[src/rtl/sha256_stream_hasher_top_defines.svh]
// ----------------------------------------------------------------------------
// sha256_stream_hasher_top_defines
// Assertion macros for the SHA-256 stream hasher.
// ----------------------------------------------------------------------------
`ifndef SHA256_STREAM_HASHER_TOP_DEFINES_SVH
`define SHA256_STREAM_HASHER_TOP_DEFINES_SVH
`ifndef SYNTH
`define SHA_ASSERT(label, clk, rst_n, prop) \
    label: assert property (@(posedge clk) disable iff (!rst_n) prop) else $error("%m failed");
`define SHA_ASSERT_NORST(label, clk, prop) \
    label: assert property (@(posedge clk) prop) else $error("%m failed");
`else
`define SHA_ASSERT(label, clk, rst_n, prop)
`define SHA_ASSERT_NORST(label, clk, prop)
`endif
`endif

[src/rtl/sha_pkg.sv]
// ----------------------------------------------------------------------------
// sha_pkg
// Shared constants, types and round functions of the SHA-256 stream hasher.
// ----------------------------------------------------------------------------
`default_nettype none
package sha_pkg;
    localparam int unsigned QueueDepth = 4;
    localparam logic [7:0]  PadByte    = 8'h80;
    localparam logic [5:0]  LenSlot    = 6'd56;

    // Command sent from the front part to the compression engine.
    typedef struct packed {
        logic        final_blk; // emit the digest afterwards and restart
        logic [511:0] block;
    } t_cmd;

    function automatic logic [31:0] round_k(input logic [5:0] t);
        logic [31:0] k [64];
        k = '{32'h428a2f98,32'h71374491,32'hb5c0fbcf,32'he9b5dba5,32'h3956c25b,32'h59f111f1,
              32'h923f82a4,32'hab1c5ed5,32'hd807aa98,32'h12835b01,32'h243185be,32'h550c7dc3,
              32'h72be5d74,32'h80deb1fe,32'h9bdc06a7,32'hc19bf174,32'he49b69c1,32'hefbe4786,
              32'h0fc19dc6,32'h240ca1cc,32'h2de92c6f,32'h4a7484aa,32'h5cb0a9dc,32'h76f988da,
              32'h983e5152,32'ha831c66d,32'hb00327c8,32'hbf597fc7,32'hc6e00bf3,32'hd5a79147,
              32'h06ca6351,32'h14292967,32'h27b70a85,32'h2e1b2138,32'h4d2c6dfc,32'h53380d13,
              32'h650a7354,32'h766a0abb,32'h81c2c92e,32'h92722c85,32'ha2bfe8a1,32'ha81a664b,
              32'hc24b8b70,32'hc76c51a3,32'hd192e819,32'hd6990624,32'hf40e3585,32'h106aa070,
              32'h19a4c116,32'h1e376c08,32'h2748774c,32'h34b0bcb5,32'h391c0cb3,32'h4ed8aa4a,
              32'h5b9cca4f,32'h682e6ff3,32'h748f82ee,32'h78a5636f,32'h84c87814,32'h8cc70208,
              32'h90befffa,32'ha4506ceb,32'hbef9a3f7,32'hc67178f2};
        return k[t];
    endfunction

    function automatic logic [255:0] init_h();
        return {32'h6a09e667,32'hbb67ae85,32'h3c6ef372,32'ha54ff53a,
                32'h510e527f,32'h9b05688c,32'h1f83d9ab,32'h5be0cd19};
    endfunction

    function automatic logic [31:0] rotr(input logic [31:0] v, input int unsigned s);
        return (v >> s) | (v << (32 - s));
    endfunction
endpackage
`default_nettype wire

[src/rtl/sha_intf.sv]
// ----------------------------------------------------------------------------
// sha_in_if / sha_out_if
// Valid/ready channels carrying message bytes in and digest words out.
// ----------------------------------------------------------------------------
`default_nettype none


interface sha_out_if;
    logic        valid;
    logic        ready;
    logic [31:0] digest_word;
    logic [2:0]  word_index;
    logic        last_word;
    modport source (output valid, digest_word, word_index, last_word, input ready);
    modport sink   (input valid, digest_word, word_index, last_word, output ready);
endinterface
`default_nettype wire

[src/rtl/sha_engine.sv]
// ----------------------------------------------------------------------------
// sha_engine
// Iterative SHA-256 compression, one round per cycle, with digest output.
// ----------------------------------------------------------------------------
`default_nettype none
module sha_engine (
    input  wire logic           i_clk,
    input  wire logic           i_rst_n,
    input  wire sha_pkg::t_cmd  i_cmd,
    input  wire logic           i_cmd_valid,
    output logic                o_pop,
    sha_out_if.source           out_ch
);
    localparam logic [1:0] StWait = 2'd0;
    localparam logic [1:0] StRun  = 2'd1;
    localparam logic [1:0] StAdd  = 2'd2;
    localparam logic [1:0] StOut  = 2'd3;

    logic [1:0]   r_state;
    logic [5:0]   r_rnd;
    logic [31:0]  r_w [16];
    logic [255:0] r_h, r_v;
    logic         r_fin;
    logic [2:0]   r_idx;
    logic [31:0]  a, b, c, d, e, f, g, h, t1, t2, w_new, s0, s1, wt;

    assign o_pop = (r_state == StWait) && i_cmd_valid;
    assign out_ch.valid = (r_state == StOut);
    assign out_ch.digest_word = r_h[255 - 32*r_idx -: 32];
    assign out_ch.word_index = r_idx;
    assign out_ch.last_word = (r_idx == 3'd7);

    // One round and one schedule step.
    always_comb begin
        {a, b, c, d, e, f, g, h} = r_v;
        wt = r_w[0];
        s0 = sha_pkg::rotr(r_w[1], 7) ^ sha_pkg::rotr(r_w[1], 18) ^ (r_w[1] >> 3);
        s1 = sha_pkg::rotr(r_w[14], 17) ^ sha_pkg::rotr(r_w[14], 19) ^ (r_w[14] >> 10);
        w_new = r_w[0] + s0 + r_w[9] + s1;
        t1 = h + (sha_pkg::rotr(e, 6) ^ sha_pkg::rotr(e, 11) ^ sha_pkg::rotr(e, 25))
               + ((e & f) ^ (~e & g)) + sha_pkg::round_k(r_rnd) + wt;
        t2 = (sha_pkg::rotr(a, 2) ^ sha_pkg::rotr(a, 13) ^ sha_pkg::rotr(a, 22))
               + ((a & b) ^ (a & c) ^ (b & c));
    end

    always_ff @(posedge i_clk) begin
        if (!i_rst_n) begin
            r_state <= StWait;
            r_h <= sha_pkg::init_h();
            r_rnd <= '0;
            r_idx <= '0;
        end else begin
            unique case (r_state)
                StWait: if (i_cmd_valid) begin
                    for (int i = 0; i < 16; i++) r_w[i] <= i_cmd.block[511 - 32*i -: 32];
                    r_v <= r_h;
                    r_fin <= i_cmd.final_blk;
                    r_rnd <= '0;
                    r_state <= StRun;
                end
                StRun: begin
                    r_v <= {t1 + t2, a, b, c, d + t1, e, f, g};
                    for (int i = 0; i < 15; i++) r_w[i] <= r_w[i+1];
                    r_w[15] <= w_new;
                    r_rnd <= r_rnd + 6'd1;
                    if (r_rnd == 6'd63) r_state <= StAdd;
                end
                StAdd: begin
                    for (int i = 0; i < 8; i++)
                        r_h[255 - 32*i -: 32] <= r_h[255 - 32*i -: 32] + r_v[255 - 32*i -: 32];
                    r_idx <= '0;
                    r_state <= r_fin ? StOut : StWait;
                end
                StOut: if (out_ch.ready) begin
                    r_idx <= r_idx + 3'd1;
                    if (r_idx == 3'd7) begin
                        r_h <= sha_pkg::init_h();
                        r_state <= StWait;
                    end
                end
                default: r_state <= StWait;
            endcase
        end
    end
endmodule
`default_nettype wire
[src/flat_wrapper.sv]
// flat-port wrapper written by rule: the top's interface ports become plain ports
module sha_engine_flat 
  (i_clk, i_rst_n, i_cmd, i_cmd_valid, o_pop, out_ch_valid, out_ch_digest_word, out_ch_word_index, out_ch_last_word, out_ch_ready);
  sha_out_if out_ch_i ();
  input  wire logic i_clk;
  input  wire logic i_rst_n;
  input  wire sha_pkg::t_cmd i_cmd;
  input  wire logic i_cmd_valid;
  output logic o_pop;
  output wire logic [$bits(out_ch_i.valid)-1:0] out_ch_valid;
  output wire logic [$bits(out_ch_i.digest_word)-1:0] out_ch_digest_word;
  output wire logic [$bits(out_ch_i.word_index)-1:0] out_ch_word_index;
  output wire logic [$bits(out_ch_i.last_word)-1:0] out_ch_last_word;
  input wire logic [$bits(out_ch_i.ready)-1:0] out_ch_ready;
  assign out_ch_valid = out_ch_i.valid;
  assign out_ch_digest_word = out_ch_i.digest_word;
  assign out_ch_word_index = out_ch_i.word_index;
  assign out_ch_last_word = out_ch_i.last_word;
  assign out_ch_i.ready = out_ch_ready;
  sha_engine u_core (.i_clk(i_clk), .i_rst_n(i_rst_n), .i_cmd(i_cmd), .i_cmd_valid(i_cmd_valid), .o_pop(o_pop), .out_ch(out_ch_i));
endmodule
[config.mk]
export PLATFORM = sky130hd
export DESIGN_NAME = sha_engine_flat
export DESIGN_NICKNAME = d
export VERILOG_FILES = /design/src/rtl/sha256_stream_hasher_top_defines.svh /design/src/rtl/sha_pkg.sv /design/src/rtl/sha_intf.sv /design/src/rtl/sha_engine.sv /design/src/flat_wrapper.sv
export SDC_FILE = /design/constraint.sdc
export NUM_CORES = 2
export LEC_CHECK = 0
export BUFFER_PORTS_ARGS = -buffer_cell sky130_fd_sc_hd__buf_2
export CAP_MARGIN = 20
export CELL_PAD_IN_SITES_DETAIL_PLACEMENT = 0
export CELL_PAD_IN_SITES_GLOBAL_PLACEMENT = 1
export CORE_MARGIN = 3
export CORE_UTILIZATION = 45
export DETAILED_ROUTE_END_ITERATION = 8
export GPL_ROUTABILITY_DRIVEN = 0
export PLACE_DENSITY = 0.8
export SLEW_MARGIN = 10
export SYNTH_ARGS = -nofsm -noshare
export SYNTH_HDL_FRONTEND = slang
export SYNTH_SLANG_ARGS = --single-unit
[constraint.sdc]
create_clock -name i_clk -period 67.1 [get_ports i_clk]
set_input_delay 3.355 -clock i_clk [delete_from_list [all_inputs] [get_ports i_clk]]
set_output_delay 3.355 -clock i_clk [all_outputs]
set_load 0.005 [all_outputs]
After elaboration in Yosys (flattened, before gate mapping). Memory sizes are Yosys's and may differ from the RTL's. Index checks and enable logic that the tools add are counted. Widths: inputs -> output; s select.

Add/subtract/negate cells: 21. Magnitude comparators: 1. Equality and inequality tests: 9. Shift operators: 1. Mux-type cells: 40. Bitwise logic cells: 44. Reduce and logical (&&, ||, !) cells: 10.

Operators with widths (count): $pmux 256 s2 (2); $mux 256 (3); $add 32x32->32 (18); $mux 32 (18); $xor 32x32->32 (9); $shiftx 287x33->32 (1); $and 32x32->32 (5); $not 32->32 (1); $or 10x32->32 (1); $or 13x32->32 (1); $or 14x32->32 (1); $or 15x32->32 (1); $or 19x32->32 (1); $or 21x32->32 (1); $or 25x32->32 (1); $or 26x32->32 (1); $or 30x32->32 (1); $or 7x32->32 (1); $xor 32x22->32 (1); $xor 32x29->32 (1); $or 1x1->1 (16); $pmux 6 s2 (1); $mux 2 (5); $reduce_and 3->1 (3); other kinds (21) (32).

Flip-flop bits (word level): 524. Memory bits (writable): 512. Bits in read-only memories: 2048. Output and inout bits: 38. Logic and storage cells: 134. Memories: 2.

Memories: (name not given) (depth 64, bits a word 32, rd ports 1, clocked after Yosys merged registers in 0, write ports 0, line sha_pkg.sv:30) `return k[t];`; u_core.r_w (depth 16, bits a word 32, rd ports 16, clocked after Yosys merged registers in 0, write ports 16, line sha_engine.sv:21) `logic [31:0] r_w [16];`.

Longest topological paths before layout.
Depth in word-level cells: 9. Depth in mapped cells: 43. Depth with buffers taken out: 41.

Worst setup path before layout. OpenSTA, ideal clock, no wires.

Kind: input port to flip-flop. From: input i_rst_n. To: memory u_core.r_w[0][0] (enable). Library setup time: 1.453 ns. Data arrival time: 26.185 ns. Path slack: 39.462 ns. Stages on the path: 3. Path buffers: 2. Cells stage by stage: clkbuf_1 -> clkbuf_1 -> nor2b_1.

RTL lines: start: declaration (line flat_wrapper.sv:6) `input wire logic i_rst_n;`; end: declaration (line sha_engine.sv:21).

Worst setup path after layout.
From: register u_core.r_rnd[0]. To: register u_core.r_v[255] (data pin).

Cells in the longest elaborated chain, start to end: 8.

Ends and longest elaborated chain: start: declaration (line sha_engine.sv:20) `logic [5:0] r_rnd;`; start signal: assignment (line sha_engine.sv:65) `r_rnd <= r_rnd + 6'd1;`; $not 6->7 (implied by the code) (line sha_pkg.sv:30); $mem_v2 64x32; $mux 32 (implied by the code) (2 in series) (line sha_pkg.sv:30); $add 32x32->32 (2 in series) (line sha_engine.sv:41) `+ ((e & f) ^ (~e & g)) + sha_pkg::round_k(r_rnd) + wt;`; $add 32x32->32 (line sha_engine.sv:62) `r_v <= {t1 + t2, a, b, c, d + t1, e, f, g};`; $pmux 256 s2 (line sha_engine.sv:53) `unique case (r_state)`; end signal: assignment (line sha_engine.sv:56) `r_v <= r_h;`; end signal: assignment (line sha_engine.sv:62); end: declaration (line sha_engine.sv:22) `logic [255:0] r_h, r_v;`.

Every way passes these cells. The select of a mux whose other input is x is not followed. A chain may end at the register's enable or synchronous reset.

==> results.txt <==
Status -> finished, final reports clean
Fmax -> 95.9 MHz
H-tree Lvls -> 3
Most common cell in the netlist -> nand2_1
Initial Util -> 45.5%
Overflow after GRT -> 0
Final setup vio count -> 0
Share of cells above drive strength 1 -> 20.0%
Post-DP Area -> 75,100 sq um
CP arrival -> 11.04 ns
Leading area contributor after synthesis -> edfxtp_1
CP dominant cell by count -> o21ai_0
Total track usage -> 30.3%
Setup tns final -> 0 ns
Avg WL per Cell -> 26.9 um
Num rows -> 144
DIE WIDTH -> 402 um
First DRT Iteration DRCs -> 6,368
Die H -> 402 um
Nets -> 8,287
Main flop type after synthesis -> edfxtp_1
Slew headroom -> 16.9%
Slew Viols, Final -> 0
Syn Nets -> 7,915
Final Critical Period -> 10.42 ns
EDFF count, synth -> 769
Crit path capture type -> flop
Clock Skews -> 0.0956 ns
First-pass GRT wire length -> 366,000 um
Synth cell types -> 88
Post-route cell area -> 79,300 sq um
Total CTS buffers -> 118
Max Cap Viol -> 0
Crit-path max FO -> 32
Max incr delay on CP -> 0.69 ns
Worst Hold Class -> reg -> reg
Routed wire length -> 252,000 um
Slowest cell on the critical path -> ha_1
Synth top area share -> 32.7%
Hpwl dp -> 190,000 um
Register area share after synthesis -> 40.3%
Number of synthesized register bits -> 1,036
Top cells by area, synth -> edfxtp_1 (33%), mux2_2 (8.4%), dfxtp_1 (7.6%)
Largest net degree at the start of global routing -> 202
Ys Warns -> 0
RSZ-0062 raised after global routing -> false
P&R area growth vs syn -> 12.4%
Clock latency at the later pin of the worst-skew pair -> 0.81 ns
WS Path Type -> reg -> reg
Slew @ Worst Pin -> 1.25 ns
Num Clock Sinks -> 1,036
PostCTS Resize Cnt -> 0
Crit path launch type -> flop
Avg Synthesized Cell Area -> 10.4 sq um
Antenna Nets Post-Route -> 0
CP required -> 67.72 ns
Post-Synthesis Cell Area -> 70,500 sq um
Vias in the first global route -> 54,482
Vias/cell -> 6.01
Async SR Flop Fraction -> 0%
Ports -> 555
Die area -> 162,000 sq um
Post-Syn Instances -> 6,810
CTS tree -> yes
Antenna violations before repair -> 75
Clock tree buffer depth -> 3
Most frequent cells after synthesis -> nand2_1 (993), edfxtp_1 (769), mux2_2 (526)
Via count -> 56,296
Worst-path clk slew -> 0.06 ns
Clk root buf -> clkbuf_16
Residual DRC -> 0
Post-CTS Setup Repair Bufs -> 0
Final period util -> 15.5%
Post-CTS Hold Buffers -> 0
Core Area -> 155,000 sq um
Input/output buffers -> 554
Final hold violations -> 0
Pre-Repair DR Iteration Count -> 9
-- state kept, by name (all words and copies together), names as in the netlist --
name,flops
u_core.r_rnd,6
u_core.r_w,512
u_core.r_fin,1
u_core.r_h,256
u_core.out_ch.word_index,3
u_core.r_state,2
u_core.r_v,256
-- logic make-up (layout without fill, tap and decap cells) --
group / after synthesis / count (layout) / synth area share [%]
muxes: 630 / 630 / 11.1
buffers and inverters: 638 / 1114 / 3.40
other: 0 / 41 / 0
adders and majority gates: 613 / 613 / 12.9
DFF: 1036 / 1036 / 40.3
AOI/OAI and AO/OA: 1563 / 1563 / 14.3
and+or+nand+nor: 1758 / 1758 / 10.9
xor gates and xnor gates: 572 / 572 / 7.14
-- cell usage in the layout, fill, tap and decap left out, types with 32 or more instances in the layout --
cell type	count
nand2_1	988
mux4_2	69
o21ai_0	366
a21oi_1	382
dfxtp_1	260
o21a_1	50
fa_1	195
nor2b_1	122
nand3_1	92
o211ai_1	32
a31oi_1	52
nor2_1	272
buf_2	553
a21o_1	193
a22oi_1	74
o21bai_1	49
a211oi_1	59
inv_1	279
diode_2	41
o22ai_1	85
nand2b_1	43
xnor2_1	390
buf_4	51
edfxtp_1	769
and3_1	32
clkbuf_16	119
xor2_1	180
ha_1	393
mux2i_1	35
nor3_1	66
mux2_2	526
-- routing by layer --
layer	global-route usage (%)	wire length, um	vias up
met5	0	408	-
met4	15.5	14800	58
met3	7.27	24000	613
met2	48.4	115000	2812
met1	38.2	98000	27336
li1	-	-	25477
-- stage by stage --
stage	hold WS, ns	util, %	worst slack [ns]	std cells
after global placement	0.480	48.5	57.05	9105
final	0.500	51.2	56.68	9371
after global routing	0.513	51.1	56.00	9348
after CTS	0.502	51.1	56.86	9330
after detailed placement	0.494	48.5	56.93	9106
after floorplan	0.449	-	39.46	6810
-- path summary, 6_finish.rpt --
path              startpoint               to  slack [ns]  cells after the start
max          u_core.r_rnd[0]  u_core.r_v[255]       56.68                     38
min           u_core.r_h[93]   u_core.r_h[93]        0.50                      2
max reg2reg  u_core.r_rnd[0]  u_core.r_v[255]       56.68                     38
min reg2reg   u_core.r_h[93]   u_core.r_h[93]        0.50                      2
-- cell type report --
type / instances / area [sq um]
Timing Repair Buffer: 609 / 3230
Fill cell: 13989 / 75700
Clock buffer: 158 / 3210
Sequential cell: 1036 / 28500
Multi-Input combinational cell: 5136 / 39800
Antenna cell: 41 / 103
Tap cell: 2044 / 2560
Clock inverter: 66 / 873
Inverter: 281 / 1050
-- worst max-delay path: cells and delay by family, from the launching register on --
family | cells | cell delay [ns]
compound gates | 19 | 3.76
xor+xnor | 2 | 0.55
fa+ha+maj | 8 | 3.65
buf+inv | 5 | 1.20
flops | 1 | 0.30
simple gates | 4 | 0.81
Power is not shown: default switching activity piles up to over one toggle a cycle in this logic, so the estimate is an artifact.
