--- config.mk ---
export PLATFORM = sky130hd
export DESIGN_NAME = sha_queue
export DESIGN_NICKNAME = d
export VERILOG_FILES = /design/src/rtl/sha256_stream_hasher_top_defines.svh /design/src/rtl/sha_pkg.sv /design/src/rtl/sha_queue.sv
export SDC_FILE = /design/constraint.sdc
export NUM_CORES = 1
export LEC_CHECK = 0
export BUFFER_PORTS_ARGS = -buffer_cell sky130_fd_sc_hd__buf_4
export CAP_MARGIN = 5
export CORE_MARGIN = 10
export CORE_UTILIZATION = 51
export CTS_CLUSTER_SIZE = 30
export DETAILED_ROUTE_END_ITERATION = 10
export PLACE_DENSITY = 0.85
export SLEW_MARGIN = 20
export SYNTH_ARGS = -nofsm -noshare
export SYNTH_HDL_FRONTEND = slang
export SYNTH_SLANG_ARGS = --single-unit
--- constraint.sdc ---
create_clock -name i_clk -period 15.4 [get_ports i_clk]
set_clock_uncertainty 0.1 [all_clocks]
set_input_delay 2.31 -clock i_clk [delete_from_list [all_inputs] [get_ports i_clk]]
set_output_delay 2.31 -clock i_clk [all_outputs]
set_load 0.05 [all_outputs]
--- src/rtl/sha256_stream_hasher_top_defines.svh ---
// ----------------------------------------------------------------------------
// sha256_stream_hasher_top_defines
// Assertion macros for the SHA-256 stream hasher.
// ----------------------------------------------------------------------------
`ifndef SHA256_STREAM_HASHER_TOP_DEFINES_SVH
`define SHA256_STREAM_HASHER_TOP_DEFINES_SVH
`ifndef SYNTH
`define SHA_ASSERT(label, clk, rst_n, prop) \
    label: assert property (@(posedge clk) disable iff (!rst_n) prop) else $error("%m failed");
`define SHA_ASSERT_NORST(label, clk, prop) \
    label: assert property (@(posedge clk) prop) else $error("%m failed");
`else
`define SHA_ASSERT(label, clk, rst_n, prop)
`define SHA_ASSERT_NORST(label, clk, prop)
`endif
`endif

--- src/rtl/sha_pkg.sv ---
// ----------------------------------------------------------------------------
// sha_pkg
// Shared constants, types and round functions of the SHA-256 stream hasher.
// ----------------------------------------------------------------------------
`default_nettype none
package sha_pkg;
    localparam int unsigned QueueDepth = 4;
    localparam logic [7:0]  PadByte    = 8'h80;
    localparam logic [5:0]  LenSlot    = 6'd56;

    // Command sent from the front part to the compression engine.
    typedef struct packed {
        logic        final_blk; // emit the digest afterwards and restart
        logic [511:0] block;
    } t_cmd;

    function automatic logic [31:0] round_k(input logic [5:0] t);
        logic [31:0] k [64];
        k = '{32'h428a2f98,32'h71374491,32'hb5c0fbcf,32'he9b5dba5,32'h3956c25b,32'h59f111f1,
              32'h923f82a4,32'hab1c5ed5,32'hd807aa98,32'h12835b01,32'h243185be,32'h550c7dc3,
              32'h72be5d74,32'h80deb1fe,32'h9bdc06a7,32'hc19bf174,32'he49b69c1,32'hefbe4786,
              32'h0fc19dc6,32'h240ca1cc,32'h2de92c6f,32'h4a7484aa,32'h5cb0a9dc,32'h76f988da,
              32'h983e5152,32'ha831c66d,32'hb00327c8,32'hbf597fc7,32'hc6e00bf3,32'hd5a79147,
              32'h06ca6351,32'h14292967,32'h27b70a85,32'h2e1b2138,32'h4d2c6dfc,32'h53380d13,
              32'h650a7354,32'h766a0abb,32'h81c2c92e,32'h92722c85,32'ha2bfe8a1,32'ha81a664b,
              32'hc24b8b70,32'hc76c51a3,32'hd192e819,32'hd6990624,32'hf40e3585,32'h106aa070,
              32'h19a4c116,32'h1e376c08,32'h2748774c,32'h34b0bcb5,32'h391c0cb3,32'h4ed8aa4a,
              32'h5b9cca4f,32'h682e6ff3,32'h748f82ee,32'h78a5636f,32'h84c87814,32'h8cc70208,
              32'h90befffa,32'ha4506ceb,32'hbef9a3f7,32'hc67178f2};
        return k[t];
    endfunction

    function automatic logic [255:0] init_h();
        return {32'h6a09e667,32'hbb67ae85,32'h3c6ef372,32'ha54ff53a,
                32'h510e527f,32'h9b05688c,32'h1f83d9ab,32'h5be0cd19};
    endfunction

    function automatic logic [31:0] rotr(input logic [31:0] v, input int unsigned s);
        return (v >> s) | (v << (32 - s));
    endfunction
endpackage
`default_nettype wire

--- src/rtl/sha_queue.sv ---
// ----------------------------------------------------------------------------
// sha_queue
// Small FIFO of block commands between the front part and the engine.
// ----------------------------------------------------------------------------
`default_nettype none
module sha_queue #(
    parameter int unsigned Depth = sha_pkg::QueueDepth
) (
    input  wire logic           i_clk,
    input  wire logic           i_rst_n,
    input  wire sha_pkg::t_cmd  i_cmd,
    input  wire logic           i_push,
    output logic                o_not_full,
    output sha_pkg::t_cmd       o_cmd,
    output logic                o_not_empty,
    input  wire logic           i_pop
);
    localparam int unsigned Aw = (Depth > 1) ? $clog2(Depth) : 1;
    sha_pkg::t_cmd r_mem [Depth];
    logic [Aw-1:0] r_wp, r_rp;
    logic [Aw:0]   r_cnt;

    assign o_not_full  = r_cnt < Depth[Aw:0];
    assign o_not_empty = r_cnt != '0;
    assign o_cmd = r_mem[r_rp];

    // Pointers wrap at the depth.
    always_ff @(posedge i_clk) begin
        if (!i_rst_n) begin
            r_wp <= '0;
            r_rp <= '0;
            r_cnt <= '0;
        end else begin
            if (i_push) r_wp <= (r_wp == Aw'(Depth - 1)) ? '0 : r_wp + 1'b1;
            if (i_pop)  r_rp <= (r_rp == Aw'(Depth - 1)) ? '0 : r_rp + 1'b1;
            r_cnt <= r_cnt + (Aw+1)'(i_push) - (Aw+1)'(i_pop);
        end
        if (i_push) r_mem[r_wp] <= i_cmd;
    end
endmodule
`default_nettype wire

; Yosys cells after proc, flatten, opt, wreduce, memory -nomap -nowiden
; Memory sizes are Yosys's and may differ from the RTL's. A register that Yosys moved wholly into a read port is not among the register bits.
; Index checks and enable logic that the tools add are counted.
[classes]
n_eq_ne = 2
reduce_logical = 1
magnitude_cmp = 1
mux = 6
n_addsub = 4
[op_table]
columns = operator, n
row1 = 2-to-1 mux 2 bit, 4
row2 = adder 2 x 1 -> 2 bit (second input constant), 2
row3 = equality test 2 bit (second input constant), 2
row4 = adder 3 x 1 -> 3 bit, 1
row5 = less-than comparator 3 bit (second input constant), 1
row6 = nonzero test 3 bit, 1
row7 = subtractor 3 x 1 -> 3 bit, 1
row8 = 2-to-1 mux 1 bit, 2
[word_totals]
ram_bits = 2052
ff_bits = 7
word_cells = 18
n_memories = 1
in_bits = 517
[memory_table]
columns = memory, words, word_bits, read_ports, rd_clocked_by_memory_dff, wr, line_no
row1 = r_mem, 4, 513, 1, 1, 1, sha_queue.sv:19  ; sha_pkg::t_cmd r_mem [Depth];

; Logic depth before layout (Yosys ltp)
; Gate-level depths: netlist (run 1).
[depth]
word_depth = 4
ltp_mapped = 8
mapped_depth_nobuf = 8

; Least setup slack after synthesis (run 1)
; Ideal clock, no wire load.
[synth_timing]
path_kind = input to register
startpoint = input port i_push
endpoint = memory r_mem[0][0] (netlist name) (enable)
arrival_ps = 13824
setup_time_ps = 942
path_buffers = 0
setup_slack_ps = 534
required_time_ps = 14358
cell_stages = 1
path_cell_list = and2_1
[synth_via]
elab_chain_cells = 2
[synth_rtl]
columns = item, line_no
row1 = "start, declared", sha_queue.sv:12  ; input wire logic i_push,
row2 = 2-to-1 mux 1 bit, sha_queue.sv:38  ; if (i_push) r_mem[r_wp] <= i_cmd;
row3 = 2-to-1 mux 1 bit (implied by the code), sha_queue.sv:38
row4 = "end, declared", sha_queue.sv:19
; No other way between the ends.

==> results.json, run 1 <==
{
  "max_slew_margin": 0.272,
  "synth.top_cells.by_count": "2052 x edfxtp_1, 513 x mux4_2, 52 x buf_6",
  "synth_edf_count": 2052,
  "synth_flop_cell": "edfxtp_1",
  "grt_use_total": 0.239,
  "die-height_um": 402,
  "detailroute.via_count": 35900,
  "run_status": "finished, final reports clean",
  "worst_ir_drop_vdd_mv": 0.171,
  "cts_inserted_buffers": 190,
  "drt.antenna.violating_nets": 0,
  "drt-total-wl_mm": 198,
  "yosys_register_bits": 2061,
  "yosysWarnings": 0,
  "drc": 0,
  "min-delay-path-class": "flip-flop to flip-flop",
  "place.detailed.hpwl_mm": 121,
  "synthesis.nets": 3247,
  "antenna_found_initial": 57,
  "worstRegToRegCells": 5,
  "post_synth_main_area_contributors": "edfxtp_1 83%, mux4_2 16%, buf_6 0.79%, buf_2 0.33%, dfxtp_1 0.24%",
  "critical_path.most_common_cell": "buf_4",
  "global_route_wire_length_before_repair_mm": 279,
  "fp.dieW_um": 402,
  "vias_per_cell": 5.99,
  "core_area_sq_um": 145000,
  "timing.critical_path.from_type": "flip-flop",
  "design.final.nets": 4389,
  "drt_iter0_drc": 3953,
  "power.density_cell_area_nw_per_um2": 142,
  "timing.max_cap.violations": 0,
  "min_period_over_period": 0.474,
  "slew_violations": 0,
  "post_cts.resized_instances": 0,
  "latest_clock_arrival_within_the_worst_skew_pair_ns": 0.84,
  "initial_utilization": 0.513,
  "netlist-cell-type-count": 19,
  "clock-sinks": 2061,
  "maxClockFrequency_mhz": 137,
  "design_internal_power_mw": 9.53,
  "area_delta_synth_final_pct": 21.3,
  "design.portCount": 1032,
  "post_dp_cell_area_sq_um": 84200,
  "setup.worst_path.class": "flip-flop to primary output",
  "p_leak_nw": 30.0,
  "hold_path.startpoint": "r_rp[0]$_SDFFE_PN0P_",
  "cts_tree": "done",
  "drive_gt1_frac": 0.459,
  "io_buffers": 1031,
  "worstReg2RegStart": "r_wp[0]$_SDFFE_PN0P_",
  "nFillCells": 8899,
  "period_minus_slack_ns": 7.30,
  "worstSetupEndpointType": "primary output",
  "crit_chain": "buf_4 -> buf_12 -> buf_4 -> mux4_2 -> buf_4",
  "worst_path_max_delay_cell": "buf_4",
  "cp_slowest_stage_delay_ns": 0.78,
  "worstReg2RegEnd": "r_mem[1][433]$_DFFE_PP_",
  "seq_power_share": 0.505,
  "drt-pass1-iter-count": 9,
  "synthArstFlopShare": 0,
  "final.setup.tns_ns": 0,
  "timing.critical_path.fanout_max": 104,
  "required_ns": 12.99,
  "core.rowCount": 140,
  "clockRootBuffer": "clkbuf_16",
  "power_frac_comb": 0.138,
  "grt_setup_unrepaired": "false",
  "r2r_setup_slack_ns": 10.84,
  "worst_setup_hold_path_clk_slew_ns": 0.07,
  "post-layout-total-power_mw": 12.8,
  "final_setup_violating_endpoints": 0,
  "synth_most_common_cell": "edfxtp_1",
  "sequential_cell_area_sq_um": 61800,
  "synth-seq-area-share": 0.829,
  "postCtsSetupBuffers": 0,
  "vias_in_the_first_global_route": 37500,
  "transition_time_at_the_pin_with_the_least_slew_margin_ns": 1.09,
  "clock_tree.buffer_depth": 3,
  "post_synth_instance_area_sq_um": 74500,
  "worst-endpoint-arrival_ns": 4.89,
  "power_switching_mw": 3.32,
  "multi_input_comb_area_sq_um": 11800,
  "grt_start_max_net_pins": 153,
  "syn-instance-count": 2722,
  "pwr-share-clk": 0.357,
  "design.die.area_sq_um": 162000,
  "hold_buffers": 0,
  "hold_depth": 2,
  "netlist.top_cell.by_area": "edfxtp_1",
  "grt-ovfl-total": 0,
  "yosys_top_cell_area_share": 0.827,
  "final_number_of_hold_violating_endpoints": 0,
  "wl_per_cell_um": 33.1,
  "cts.htree.levels": 4,
  "switching_share": 0.258,
  "gp_routability_congestion": 0.872,
  "syn-mean-instance-area_sq_um": 27.4,
  "finalInstanceArea_sq_um": 90400
}
-- logic make-up (layout without fill, tap and decap cells) --
family	Yosys count	count (layout)	synth area share
compound gates	2	2	0.000134
xor+xnor	1	1	0.000302
fa+ha+maj	8	8	0.00144
buf+inv	121	1419	0.0124
flops	2061	2061	0.829
mux	515	515	0.155
other cells	0	51	0
simple gates	14	14	0.00111
-- per-stage QoR --
step,setup WS (ns),cells,util,hold slack (ns)
after floorplan,0.534,2722,-,0.376
after global placement,8.95,5589,0.579,0.382
after detailed placement,8.97,5589,0.579,0.416
after CTS,7.96,5937,0.621,0.471
after global routing,7.65,5979,0.622,0.508
final,8.10,5988,0.622,0.480
-- area by class of cell --
type                            count  share of cell area
Antenna cell                       51             0.00141
Clock inverter                    118              0.0126
Multi-Input combinational cell    540               0.131
Tap cell                         1917              0.0265
Sequential cell                  2061               0.684
Timing Repair Buffer             1064              0.0902
Clock buffer                      230              0.0547
Inverter                            7            0.000291
-- power by group through the flow --
stage | sequential (mW) | clock (mW) | combinational, mW
global route | 6.50 | 4.86 | 1.83
global placement | 6.57 | 0 | 1.73
detailed placement | 6.59 | 0 | 1.76
floorplan | 6.68 | 0 | 1.13
CTS | 6.48 | 4.65 | 1.78
finish | 6.49 | 4.59 | 1.78
-- critical path, delay by kind of cell (launching register included) --
family / cells / cell delay [ns]
buffers and inverters: 4 / 2.42
multiplexers: 1 / 0.64
flip-flops: 1 / 0.68
-- registers in the layout (all words and copies together) (netlist names), named ones only --
signal  count
r_mem    2052
r_cnt       3
r_rp        2
r_wp        2
-- worst max-delay path by stage --
stage | start | endpoint | slack [ns] | cells after the start
2_1_floorplan | i_push | r_mem[0][0]$_DFFE_PP_ | 0.53 | 1
3_3_place_gp | flip-flop | o_cmd[498] | 8.95 | 5
3_5_place_dp | flip-flop | o_cmd[175] | 8.97 | 5
4_1_cts | flip-flop | o_cmd[452] | 7.96 | 5
5_1_grt | flip-flop | o_cmd[452] | 7.65 | 5
6_report | flip-flop | o_cmd[452] | 8.10 | 5
-- placed cells by master (no fill, tap or decap), types with 7 or more instances in the layout --
master and instances:
clkinv_2 33, buf_12 13, mux4_2 513, inv_1 7
clkinv_1 49, bufinv_16 14, buf_4 1050, diode_2 51
dfxtp_1 7, ha_1 7, edfxtp_1 2052, clkbuf_16 192
clkinvlp_4 7, clkinv_16 7, clkbuf_1 38
-- layer usage --
metal  part of all wire  vias up  global-route usage  wire length, um
met4              0.053       30               0.114            10500
met3               0.10      482              0.0808            20700
met2               0.51     2400               0.402           102000
met5             0.0010        -                   0              205
li1                   -    14200                   -                -
met1               0.33    18700               0.276            64900
No activity file was read; power rests on OpenSTA's default activity.
==> inputs of run 2 (changes only) <==
Settings changed: CORE_AREA set to 10 10 395 397, CORE_MARGIN 10 to unset, CORE_UTILIZATION 51 to unset, DIE_AREA set to 0 0 405 407, PLACE_DENSITY 0.85 to 0.81.
Clock period 15.4 ns to 6.8 ns, I/O delays scaled along.
==> results.json, run 2 (same netlist as run 1, synthesis figures left out) <==
{
  "design.die.area_sq_um": 165000,
  "worstSetupEndpointType": "primary output",
  "maxClockFrequency_mhz": 220,
  "postCtsSetupBuffers": 0,
  "antenna_found_initial": 60,
  "drt-pass1-iter-count": 6,
  "clockRootBuffer": "clkbuf_16",
  "drt_iter0_drc": 3876,
  "drt.antenna.violating_nets": 0,
  "grt_start_max_net_pins": 135,
  "vias_in_the_first_global_route": 36800,
  "core_area_sq_um": 147000,
  "timing.max_cap.violations": 0,
  "registers.top_by_ff_count": "r_mem",
  "final.setup.tns_ns": 0,
  "gp_routability_congestion": 0.820,
  "crit_chain": "buf_12 -> buf_4 -> mux4_2 -> buf_4",
  "timing.critical_path.from_type": "flip-flop",
  "grt_setup_unrepaired": "false",
  "initial_utilization": 0.505,
  "area_delta_synth_final_pct": 21.7,
  "design.final.nets": 4434,
  "slew_violations": 0,
  "run_status": "finished, final reports clean",
  "power.density_cell_area_nw_per_um2": 319,
  "timing.critical_path.fanout_max": 34,
  "cp_slowest_stage_delay_ns": 0.78,
  "global_route_wire_length_before_repair_mm": 267,
  "r2r_setup_slack_ns": 4.07,
  "drive_gt1_frac": 0.465,
  "critical_path.most_common_cell": "buf_4",
  "grt_use_total": 0.225,
  "transition_time_at_the_pin_with_the_least_slew_margin_ns": 1.04,
  "path_delay_family": "buffers and inverters",
  "max_slew_margin": 0.307,
  "most-common-layout-cells": "2052 x edfxtp_1, 1090 x buf_4, 513 x mux4_2",
  "final_setup_violating_endpoints": 0,
  "worst_path_max_delay_cell": "dfxtp_4",
  "post_cts.resized_instances": 0,
  "largest_register_ff_count": 2052,
  "place.detailed.hpwl_mm": 121,
  "wl_per_cell_um": 31.5,
  "hold_buffers": 0,
  "required_ns": 5.68,
  "p_leak_nw": 30.2,
  "cts.htree.levels": 4,
  "post-layout-total-power_mw": 28.9,
  "cts_tree": "done",
  "clock-sinks": 2061,
  "design.portCount": 1032,
  "worst_setup_hold_path_clk_slew_ns": 0.06,
  "io_buffers": 1031,
  "final_number_of_hold_violating_endpoints": 0,
  "cts_inserted_buffers": 193,
  "nFillCells": 9361,
  "setup.worst_path.class": "flip-flop to primary output",
  "detailroute.via_count": 35400,
  "min-delay-path-class": "input pin to flip-flop",
  "layout.cells.most_common": "edfxtp_1",
  "die-height_um": 407,
  "core.rowCount": 141,
  "grt-ovfl-total": 0,
  "worst_ir_drop_vdd_mv": 0.378,
  "period_minus_slack_ns": 4.55,
  "clock_tree.buffer_depth": 3,
  "largest_registers": "r_mem: 2052 flops, r_cnt: 3 flops",
  "vias_per_cell": 5.87,
  "drt-total-wl_mm": 190,
  "latest_clock_arrival_within_the_worst_skew_pair_ns": 0.78,
  "drc": 0,
  "worst-endpoint-arrival_ns": 3.43,
  "fp.dieW_um": 405,
  "worst-path-buf-inv": 3,
  "min_period_over_period": 0.669
}
==> run 2: cell count changes in the layout (fill, tap and decap cells not counted), sizes merged <==
cell,previous run,this run
buf,1064,1106
bufinv,14,9
clkbuf,230,244
clkinv,89,81
diode,51,39
inv,15,16
==> run 2: through the flow <==
step / util / hold slack (ns) / setup slack [ns] / instance area (sq um) / instances
floorplan: - / 0.376 / 1.70 / 74500 / 2722
global placement: 0.573 / 0.380 / 2.95 / 84600 / 5644
detailed placement: 0.573 / 0.388 / 2.96 / 84600 / 5644
CTS: 0.614 / 0.228 / 2.05 / 90600 / 5994
global route: 0.615 / 0.253 / 1.94 / 90600 / 6024
finish: 0.615 / 0.293 / 2.25 / 90700 / 6033
==> run 2: report_power, final <==
part | internal, mW | switching (mW)
logic | 1.32 | 2.68
registers | 14.5 | 0.151
clock network | 5.68 | 4.58
total | 21.5 | 7.41
==> run 2: path summary, 6_finish.rpt <==
check / start / endpoint / cells past startpoint
worst max-delay path: flip-flop / o_cmd[187] / 4
worst min-delay path: i_cmd[19] / r_mem[2][19]$_DFFE_PP_ / 1
worst max register to register: r_wp[1]$_SDFFE_PN0P_ / r_mem[3][317]$_DFFE_PP_ / 3
worst min register to register: r_rp[0]$_SDFFE_PN0P_ / flip-flop / 2
==> run 2: worst reg2reg max path: stages, from the launching register on <==
cell,delay [ns]
dfxtp_1,0.40
ha_1,0.20
and2_4,0.77
buf_12,0.69
==> run 2: per-layer routing <==
layer,part of all wire,vias to the layer above,track usage,wire length (um)
met3,0.11,422,0.0799,20200
met4,0.043,48,0.102,8090
li1,-,14300,-,-
met1,0.33,18600,0.258,62400
met2,0.52,2093,0.379,99100
met5,0.0017,-,0,323
==> run 2: cell type report <==
type / count / area (sq um) / share of cell area
antenna: 39 / 97.6 / 0.00108
clock buffer: 244 / 5110 / 0.0563
clock inverter: 106 / 902 / 0.00995
timing repair buffer: 1106 / 8500 / 0.0938
sequential: 2061 / 61800 / 0.682
tap: 1930 / 2410 / 0.0266
inverter: 7 / 26.3 / 0.000290
multi-input combinational: 540 / 11800 / 0.130
